<file path="src/rtl/euclidean_distance_2d_core_assert.svh">
// Assertion macros for the euclidean distance core.
// Included by modules that check their own pipeline; no other dependencies.
`ifndef EUCLIDEAN_DISTANCE_2D_CORE_ASSERT_SVH
`define EUCLIDEAN_DISTANCE_2D_CORE_ASSERT_SVH
`ifndef SYNTHESIS
`define ED2D_ASSERT_IMP(lbl, clk, rst_n, a, c, msg) \
    lbl: assert property (@(posedge clk) disable iff (!rst_n) (a) |-> (c)) else $error(msg);
`define ED2D_ASSERT_NXT(lbl, clk, rst_n, a, c, msg) \
    lbl: assert property (@(posedge clk) disable iff (!rst_n) (a) |=> (c)) else $error(msg);
`else
`define ED2D_ASSERT_IMP(lbl, clk, rst_n, a, c, msg)
`define ED2D_ASSERT_NXT(lbl, clk, rst_n, a, c, msg)
`endif
`endif

</file>
<file path="src/rtl/ed2d_pkg.sv">
// Shared widths and pipeline word types for the euclidean distance core.
// No dependencies.
package ed2d_pkg;

    localparam int COORD_W = 16;
    localparam int DIFF_W  = COORD_W + 1;
    localparam int MAG_W   = COORD_W;
    localparam int SQ_W    = 2 * MAG_W;
    localparam int SUM_W   = SQ_W + 1;
    localparam int ROOT_W  = 17;
    localparam int RAD_W   = 2 * ROOT_W;
    localparam int REM_W   = ROOT_W + 2;

    typedef logic signed [COORD_W-1:0] coord_t;
    typedef logic [ROOT_W-1:0]         root_t;

    typedef struct packed {
        logic               valid;
        logic               last;
        logic [RAD_W-1:0]   rad;
        logic [REM_W-1:0]   rem;
        root_t              root;
    } cell_data_t;

endpackage

</file>
<file path="src/rtl/ed2d_in_if.sv">
// Input channel: two points and the last-element flag per word.
// Depends on ed2d_pkg.
interface ed2d_in_if;
    import ed2d_pkg::*;

    logic   valid;
    logic   ready;
    coord_t x_start;
    coord_t x_end;
    coord_t y_start;
    coord_t y_end;
    logic   last_element;

    modport source (output valid, x_start, x_end, y_start, y_end, last_element, input ready);
    modport sink   (input valid, x_start, x_end, y_start, y_end, last_element, output ready);
endinterface

</file>
<file path="src/rtl/ed2d_out_if.sv">
// Output channel: distance and the passed-through last flag per word.
// Depends on ed2d_pkg.
interface ed2d_out_if;
    import ed2d_pkg::*;

    logic  valid;
    logic  ready;
    root_t distance;
    logic  last_out;

    modport source (output valid, distance, last_out, input ready);
    modport sink   (input valid, distance, last_out, output ready);
endinterface

</file>
<file path="src/rtl/ed2d_front.sv">
// Front end: absolute differences, squares and their sum over three stages.
// Depends on ed2d_pkg; feeds the first root cell.
module ed2d_front (
    input  logic                clk,
    input  logic                rst_n,
    input  logic                en,
    input  logic                in_valid,
    input  ed2d_pkg::coord_t    x_start,
    input  ed2d_pkg::coord_t    x_end,
    input  ed2d_pkg::coord_t    y_start,
    input  ed2d_pkg::coord_t    y_end,
    input  logic                last_element,
    output ed2d_pkg::cell_data_t head
);
    import ed2d_pkg::*;

    logic [DIFF_W-1:0] dx;
    logic [DIFF_W-1:0] dy;
    logic [DIFF_W-1:0] dx_neg;
    logic [DIFF_W-1:0] dy_neg;
    logic [MAG_W-1:0]  adx_next;
    logic [MAG_W-1:0]  ady_next;

    logic [2:0]        valid_reg;
    logic [2:0]        last_reg;
    logic [MAG_W-1:0]  adx_reg;
    logic [MAG_W-1:0]  ady_reg;
    logic [SQ_W-1:0]   sqx_reg;
    logic [SQ_W-1:0]   sqy_reg;
    logic [SUM_W-1:0]  sum_reg;

    assign dx     = {x_end[COORD_W-1], x_end} - {x_start[COORD_W-1], x_start};
    assign dy     = {y_end[COORD_W-1], y_end} - {y_start[COORD_W-1], y_start};
    assign dx_neg = -dx;
    assign dy_neg = -dy;
    assign adx_next = dx[DIFF_W-1] ? dx_neg[MAG_W-1:0] : dx[MAG_W-1:0];
    assign ady_next = dy[DIFF_W-1] ? dy_neg[MAG_W-1:0] : dy[MAG_W-1:0];

    always_ff @(posedge clk or negedge rst_n)
    begin
        if (!rst_n)
        begin
            valid_reg <= '0;
        end
        else if (en)
        begin
            valid_reg <= {valid_reg[1:0], in_valid};
        end
    end

    always_ff @(posedge clk)
    begin
        if (en)
        begin
            last_reg <= {last_reg[1:0], last_element};
            adx_reg  <= adx_next;
            ady_reg  <= ady_next;
            sqx_reg  <= adx_reg * adx_reg;
            sqy_reg  <= ady_reg * ady_reg;
            sum_reg  <= {1'b0, sqx_reg} + {1'b0, sqy_reg};
        end
    end

    assign head.valid = valid_reg[2];
    assign head.last  = last_reg[2];
    assign head.rad   = {{(RAD_W-SUM_W){1'b0}}, sum_reg};
    assign head.rem   = '0;
    assign head.root  = '0;
endmodule

</file>
<file path="src/rtl/ed2d_sqrt_cell.sv">
// One root digit: shift in two radicand bits, try the next root bit, restore.
// Depends on ed2d_pkg; chained by the top level.
module ed2d_sqrt_cell (
    input  logic                 clk,
    input  logic                 rst_n,
    input  logic                 en,
    input  ed2d_pkg::cell_data_t prev,
    output ed2d_pkg::cell_data_t nxt
);
    import ed2d_pkg::*;

    logic [REM_W+1:0] rem_sh;
    logic [REM_W+1:0] trial;
    logic [REM_W+1:0] diff;
    logic             take;
    logic             valid_reg;
    cell_data_t       data_reg;
    cell_data_t       data_next;

    assign rem_sh = {prev.rem, prev.rad[RAD_W-1 -: 2]};
    assign trial  = {2'b00, prev.root, 2'b01};
    assign diff   = rem_sh - trial;
    assign take   = rem_sh >= trial;

    always_comb
    begin
        data_next       = prev;
        data_next.rad   = {prev.rad[RAD_W-3:0], 2'b00};
        data_next.rem   = take ? diff[REM_W-1:0] : rem_sh[REM_W-1:0];
        data_next.root  = {prev.root[ROOT_W-2:0], take};
    end

    always_ff @(posedge clk or negedge rst_n)
    begin
        if (!rst_n)
        begin
            valid_reg <= 1'b0;
        end
        else if (en)
        begin
            valid_reg <= prev.valid;
        end
    end

    always_ff @(posedge clk)
    begin
        if (en)
        begin
            data_reg <= data_next;
        end
    end

    always_comb
    begin
        nxt       = data_reg;
        nxt.valid = valid_reg;
    end
endmodule

</file>
<file path="src/rtl/euclidean_distance_2d_core.sv">
// Euclidean distance core: one word per cycle, passing through three front-end
// stages and then one root cell per result bit, 17 cells. The
// whole pipeline freezes while a result waits at the output and is not taken.
// Depends on ed2d_pkg, ed2d_in_if, ed2d_out_if, ed2d_front, ed2d_sqrt_cell.
module euclidean_distance_2d_core (
    input  logic clk,
    input  logic rst_n,
    ed2d_in_if.sink    pts,
    ed2d_out_if.source res
);
    import ed2d_pkg::*;
`include "euclidean_distance_2d_core_assert.svh"

    logic       en;
    cell_data_t chain [0:ROOT_W];

    assign en        = !chain[ROOT_W].valid || res.ready;
    assign pts.ready = en;

    ed2d_front u_front (
        .clk          (clk),
        .rst_n        (rst_n),
        .en           (en),
        .in_valid     (pts.valid),
        .x_start      (pts.x_start),
        .x_end        (pts.x_end),
        .y_start      (pts.y_start),
        .y_end        (pts.y_end),
        .last_element (pts.last_element),
        .head         (chain[0])
    );

    for (genvar i = 0; i < ROOT_W; i++)
    begin : g_cell
        ed2d_sqrt_cell u_cell (
            .clk   (clk),
            .rst_n (rst_n),
            .en    (en),
            .prev  (chain[i]),
            .nxt   (chain[i+1])
        );
    end

    assign res.valid    = chain[ROOT_W].valid;
    assign res.distance = chain[ROOT_W].root;
    assign res.last_out = chain[ROOT_W].last;

    `ED2D_ASSERT_IMP(a_stall_blocks_input, clk, rst_n, res.valid && !res.ready, !pts.ready, "input taken while output stalled")
    `ED2D_ASSERT_NXT(a_accept_enters, clk, rst_n, pts.valid && pts.ready, u_front.valid_reg[0], "accepted word did not reach front end")
    `ED2D_ASSERT_NXT(a_stall_holds_root, clk, rst_n, res.valid && !res.ready, $stable(res.distance) && res.valid, "stalled result changed")
    `ED2D_ASSERT_IMP(a_rem_bound, clk, rst_n, res.valid, {1'b0, chain[ROOT_W].rem} <= {1'b0, chain[ROOT_W].root, 1'b0}, "root remainder out of range")
endmodule
</file>
<file path="src/flat_wrapper.sv">
// flat-port wrapper written by rule: the top's interface ports become plain ports
module euclidean_distance_2d_core_flat import ed2d_pkg::*;
  (clk, rst_n, pts_valid, pts_x_start, pts_x_end, pts_y_start, pts_y_end, pts_last_element, pts_ready, res_valid, res_distance, res_last_out, res_ready);
  ed2d_in_if pts_i ();
  ed2d_out_if res_i ();
  input  logic clk;
  input  logic rst_n;
  input wire logic [$bits(pts_i.valid)-1:0] pts_valid;
  input wire logic [$bits(pts_i.x_start)-1:0] pts_x_start;
  input wire logic [$bits(pts_i.x_end)-1:0] pts_x_end;
  input wire logic [$bits(pts_i.y_start)-1:0] pts_y_start;
  input wire logic [$bits(pts_i.y_end)-1:0] pts_y_end;
  input wire logic [$bits(pts_i.last_element)-1:0] pts_last_element;
  output wire logic [$bits(pts_i.ready)-1:0] pts_ready;
  output wire logic [$bits(res_i.valid)-1:0] res_valid;
  output wire logic [$bits(res_i.distance)-1:0] res_distance;
  output wire logic [$bits(res_i.last_out)-1:0] res_last_out;
  input wire logic [$bits(res_i.ready)-1:0] res_ready;
  assign pts_i.valid = pts_valid;
  assign pts_i.x_start = pts_x_start;
  assign pts_i.x_end = pts_x_end;
  assign pts_i.y_start = pts_y_start;
  assign pts_i.y_end = pts_y_end;
  assign pts_i.last_element = pts_last_element;
  assign pts_ready = pts_i.ready;
  assign res_valid = res_i.valid;
  assign res_distance = res_i.distance;
  assign res_last_out = res_i.last_out;
  assign res_i.ready = res_ready;
  euclidean_distance_2d_core u_core (.clk(clk), .rst_n(rst_n), .pts(pts_i), .res(res_i));
endmodule
</file>
<file path="config.mk">
export PLATFORM = sky130hd
export DESIGN_NAME = euclidean_distance_2d_core_flat
export DESIGN_NICKNAME = d
export VERILOG_FILES = /design/src/rtl/ed2d_pkg.sv /design/src/rtl/ed2d_in_if.sv /design/src/rtl/ed2d_out_if.sv /design/src/rtl/ed2d_front.sv /design/src/rtl/ed2d_sqrt_cell.sv /design/src/rtl/euclidean_distance_2d_core.sv /design/src/flat_wrapper.sv
export VERILOG_INCLUDE_DIRS = /design/src /design/src/rtl
export SDC_FILE = /design/constraint.sdc
export NUM_CORES = 2
export LEC_CHECK = 0
export BUFFER_PORTS_ARGS = -buffer_cell sky130_fd_sc_hd__buf_2
export CORE_AREA = 2 2 358 360
export DETAILED_ROUTE_END_ITERATION = 12
export DIE_AREA = 0 0 360 362
export GPL_TIMING_DRIVEN = 0
export PLACE_DENSITY = 0.88
export SYNTH_ARGS = -nofsm -noshare
export SYNTH_HDL_FRONTEND = slang
export SYNTH_HIERARCHICAL = 1
export SYNTH_SLANG_ARGS = --single-unit
</file>
<file path="constraint.sdc">
create_clock -name clk -period 38.2 [get_ports clk]
set_input_delay 1.91 -clock clk [delete_from_list [all_inputs] [get_ports clk]]
set_output_delay 1.91 -clock clk [all_outputs]
set_load 0.03 [all_outputs]
</file>
Word-level counts from Yosys, hierarchy flattened
Cells that the tools add are included.
- $add $sub $neg: 21
- $mul: 2
- magnitude comparators: 17
- mux-type cells: 18
- reduce and logical (&&, ||, !) cells: 2
- operator list (operator ; number):
    $mux W19 ; 15
    $mul A16 B16 Y32 ; 2
    $sub A16 B16 Y17 ; 2
    $add A32 B32 Y33 ; 1
    $mux W16 ; 2
    $neg A16 Y16 ; 2
    $ge A21 B10 Y1 ; 1
    $ge A21 B11 Y1 ; 1
    $ge A21 B12 Y1 ; 1
    $ge A21 B13 Y1 ; 1
    $ge A21 B14 Y1 ; 1
    $ge A21 B15 Y1 ; 1
    $ge A21 B16 Y1 ; 1
    $ge A21 B17 Y1 ; 1
    $ge A21 B18 Y1 ; 1
    $ge A21 B3 Y1 ; 1
    $ge A21 B4 Y1 ; 1
    $ge A21 B5 Y1 ; 1
    $ge A21 B6 Y1 ; 1
    $ge A21 B7 Y1 ; 1
    $ge A21 B8 Y1 ; 1
    $ge A21 B9 Y1 ; 1
    $sub A19 B10 Y19 ; 1
    $sub A19 B11 Y19 ; 1
    18 further kinds ; 18
- register bits after elaboration: 881
- input bits: 69
- output and inout bits: 20
- logic and storage cells: 151

Logic depth before layout (Yosys ltp)
- word-level depth: 3
- gate-level depth with buffers: 25
- depth with buffers taken out: 24

Cells and area by module
The synthesis kept the hierarchy.
- modules (own cells, without submodules) (module ; instances ; cells each ; area an instance (sq um) ; sequential area each (sq um)):
    ed2d_sqrt_cell (u_core.g_cell[1].u_cell ...) ; 9 ; 254 ; 3520.9 ; 2097.0
    ed2d_sqrt_cell (u_core.g_cell[0].u_cell ...) ; 8 ; 249 ; 3455.8 ; 2097.0
    ed2d_front ; 1 ; 2314 ; 22268.9 ; 3978.8
    euclidean_distance_2d_core ; 1 ; 1 ; 6.3 ; 0.0

Least setup slack after synthesis
OpenSTA, ideal clock, no wires.
- kind: input port to flip-flop
- from: input port res_ready
- to: register u_core.g_cell[0].u_cell.valid_reg
- setup time: 195 ps
- arrival time: 37520 ps
- required time: 38005 ps
- setup slack: 485 ps
- stages on the path: 2
- path buffers: 0
- cell sequence: nand2b_1 > mux2_2
- word-level cells in the longest chain between the ends: 1
- RTL lines (element ; RTL line ; text):
    start, declared ; flat_wrapper.sv:18 ; input wire logic [$bits(res_i.ready)-1:0] res_ready;
    $logic_or A1 B1 Y1 ; euclidean_distance_2d_core.sv:17 ; assign en = !chain[ROOT_W].valid || res.ready;
    end signal, assigned ; ed2d_sqrt_cell.sv:41 ; valid_reg <= prev.valid;
    end, declared ; ed2d_sqrt_cell.sv:16 ; logic valid_reg;
Every way passes these cells.
A chain may end at the register's enable or synchronous reset.

Worst setup path after layout
- from: register u_core.u_front.ady_reg[4]
- to: register u_core.u_front.sqy_reg[31] (data pin)
- word-level cells in the longest chain between the ends: 1
- RTL lines (element ; RTL line ; text):
    start, declared ; ed2d_front.sv:27 ; logic [MAG_W-1:0] ady_reg;
    start signal, assigned ; ed2d_front.sv:57 ; ady_reg <= ady_next;
    $mul A16 B16 Y32 ; ed2d_front.sv:59 ; sqy_reg <= ady_reg * ady_reg;
    end signal, assigned ; ed2d_front.sv:59 ;
    end, declared ; ed2d_front.sv:29 ; logic [SQ_W-1:0] sqy_reg;
Every way passes these cells.

==> results.txt <==
The flow ran to the end, and the final reports show no timing, DRC or antenna violations. In this run the tightest slew margin relative to its limit is 37.9%. Across the run, the number of max-cap violations was 0.

The first global-routing pass estimated 243,000 um of wire. The floorplan step defined a core boundary enclosing 0.127 mm^2. In the final routed layout, each cell accounts on average for 18.1 um. Number of pins with negative max-slew slack in the final report: 0. Entering global routing, the biggest net connects 80 pins.

The floorplan has 131 rows. Once the floorplan was initialized, standard cells occupied 56.6% of the core. Across every metal layer, demand over resource in global routing totals 22.8%. The tools report the total clock sinks as 1,032. After the first detailed-routing iteration, the DRC count stood at 3,401. In the final layout, the share of cells above drive strength 1 is 13.8%. Timing would allow up to 137 MHz. For the post-route antenna net violation count, the log shows 0.

The worst path required time is 38.64 ns, and the gate count of the mapped netlist is 6,151. In this run the count of I/O pins placed on the die edge is 89. The longest clock path from root to sink contains 3 buffers. The number of setup buffers added after CTS is 0.

Across all register-to-register paths, the minimum setup slack is 30.92 ns. Once placement finished, the instance area stood at 0.0748 mm^2. The run gives 0.921 as the global placement routability congestion. The number of gates resized after cts came out at 0. The min-delay analysis places its worst path in the category flop to flop. In this run the number of H-tree levels came out at 3. For the finished layout, the period the worst path requires is 7.28 ns.

Global routing finished with a remaining overflow of 0. The floorplan die area is 0.130 mm^2. The clock input transition at the sequential cells of the worst setup and hold paths is 0.06 ns. The wire length after detailed routing was 148,000 um; the number of flip-flops in the largest register was 882. The mean area per synthesized cell is 11.7 um^2. The logs give 0 for the number of hold violations in the final report and 0.0257 ns for the final worst clock skew.

The finished cells cover 0.0785 mm^2. For the number of warning messages in the yosys log, the log shows 6. Buffers placed on the I/O ports in this run total 88. The number of hold buffers added after CTS was 0. For this run, design rule violations remaining after detail routing come to 0.

Measured along the y axis, the die boundary spans 362 um. The area added between synthesis and finish came out at 9.41%. Dividing the detail-routed via count by the number of cells gives 5.73. At the pin with the least slew margin, the transition time is 0.932 ns.

The worst setup path is launched from a flop. The number of global-route vias before repair was 48.5k. In the final design database the tool counted 7,385 nets. The tree is rooted in a clkbuf_16. Setup repair after global routing left no endpoint under its margin. The highest fanout seen on the critical path is 10.

For the detailed-placement wirelength estimate, the log shows 113,000 um. For the worst setup path, the data arrival time is 7.71 ns. For the initial antenna violation count, the log shows 1. The CTS buffer count was 107. The post-synth design cell area is 0.0718 mm^2, and the die width is 360 um.

TritonCTS built the clock tree. The critical path in this run is classified as flop to flop. Detailed routing inserted a total of 46.7k vias. Before antenna repair, the detailed router went through 6 iterations. Setup violations remaining at the end of the flow were counted as 0. The tools report the critical path capture point type as a flop. In the finished design, the share of the clock period the worst path needs comes to 19.1%. The worst-skew pair later-pin latency is 0.71 ns.
cells in the final DEF (no fill, tap or decap), drive strengths merged, types with 27 or more instances in the layout:
cell,n
a211oi,66
a21o,103
a21oi,389
a31oi,48
and2,123
and3,54
buf,237
clkbuf,177
clkinv,42
conb,37
edfxtp,1012
fa,330
ha,587
inv,953
mux2,261
nand2,426
nand2b,44
nand3,71
nand4,56
nor2,219
nor2b,32
nor3,75
o211ai,109
o21a,75
o21ai,212
or3,27
xnor2,206
xor2,180
final timing paths:
| kind | end | startpoint | cells after the start |
|---|---|---|---|
| min in group asynchronous | u_core/u_front/valid_reg[0] | rst_n | 1 |
| hold / removal | u_core/g_cell[4].u_cell/nxt[57] | u_core/g_cell[3].u_cell/nxt[55] | 0 |
| setup reg to reg | u_core/u_front/sqy_reg[31] | u_core/u_front/ady_reg[4] | 24 |
| max in group asynchronous | u_core/g_cell[9].u_cell/valid_reg | rst_n | 1 |
| setup / recovery | u_core/u_front/sqy_reg[31] | u_core/u_front/ady_reg[4] | 24 |
| hold reg to reg | u_core/g_cell[4].u_cell/nxt[57] | u_core/g_cell[3].u_cell/nxt[55] | 0 |
area by class of cell:
| type | count | area (um^2) |
|---|---|---|
| repair buffers | 103 | 846 |
| well taps | 1662 | 2080 |
| fillers | 9526 | 48200 |
| flip-flops and latches | 1032 | 30900 |
| multi-input cells | 4024 | 36100 |
| plain buffers | 189 | 1390 |
| clock inverters | 79 | 950 |
| diodes | 1 | 2.50 |
| inverters | 942 | 3540 |
| clock buffers | 122 | 2730 |
layer usage:
| layer | routed length (um) | track usage, % | vias to the layer above |
|---|---|---|---|
| li1 | - | - | 22100 |
| met1 | 57000 | 26.3 | 22700 |
| met2 | 77500 | 42.5 | 1524 |
| met4 | 6570 | 9.75 | 2 |
| met5 | 13 | 0 | - |
| met3 | 6940 | 2.92 | 397 |
through the flow:
stage | worst slack (ns) | utilization, % | hold WS (ns) | std cells | TNS (ns)
detailed placement | 31.02 | 59.1 | 0.405 | 7952 | 0
global route | 30.51 | 62.0 | 0.409 | 8153 | 0
finish | 30.92 | 62.0 | 0.402 | 8154 | 0
global placement | -0.987 | 58.7 | 0.400 | 7937 | -0.987
CTS | 30.99 | 62.0 | 0.406 | 8153 | 0
floorplan | 8.22 | - | 0.400 | 6187 | 0
worst max-delay path, cell delays in order (launching register included):
cell and delay (ns):
edfxtp_1 0.41, clkbuf_1 0.42, clkbuf_1 0.50, nand2_1 0.19, inv_1 0.13, fa_1 0.41
inv_1 0.08, fa_1 0.39, inv_1 0.10, fa_1 0.43, fa_1 0.47, fa_1 0.55
inv_1 0.06, fa_1 0.54, inv_1 0.07, ha_1 0.36, nand2_1 0.12, nor3_1 0.25
a21oi_1 0.16, o21ai_2 0.25, a41oi_1 0.24, nor2b_1 0.26, nand3_1 0.12, o41ai_1 0.36
xnor2_1 0.14
Power is not shown: default switching activity piles up to over one toggle a cycle in this logic, so the estimate is an artifact.
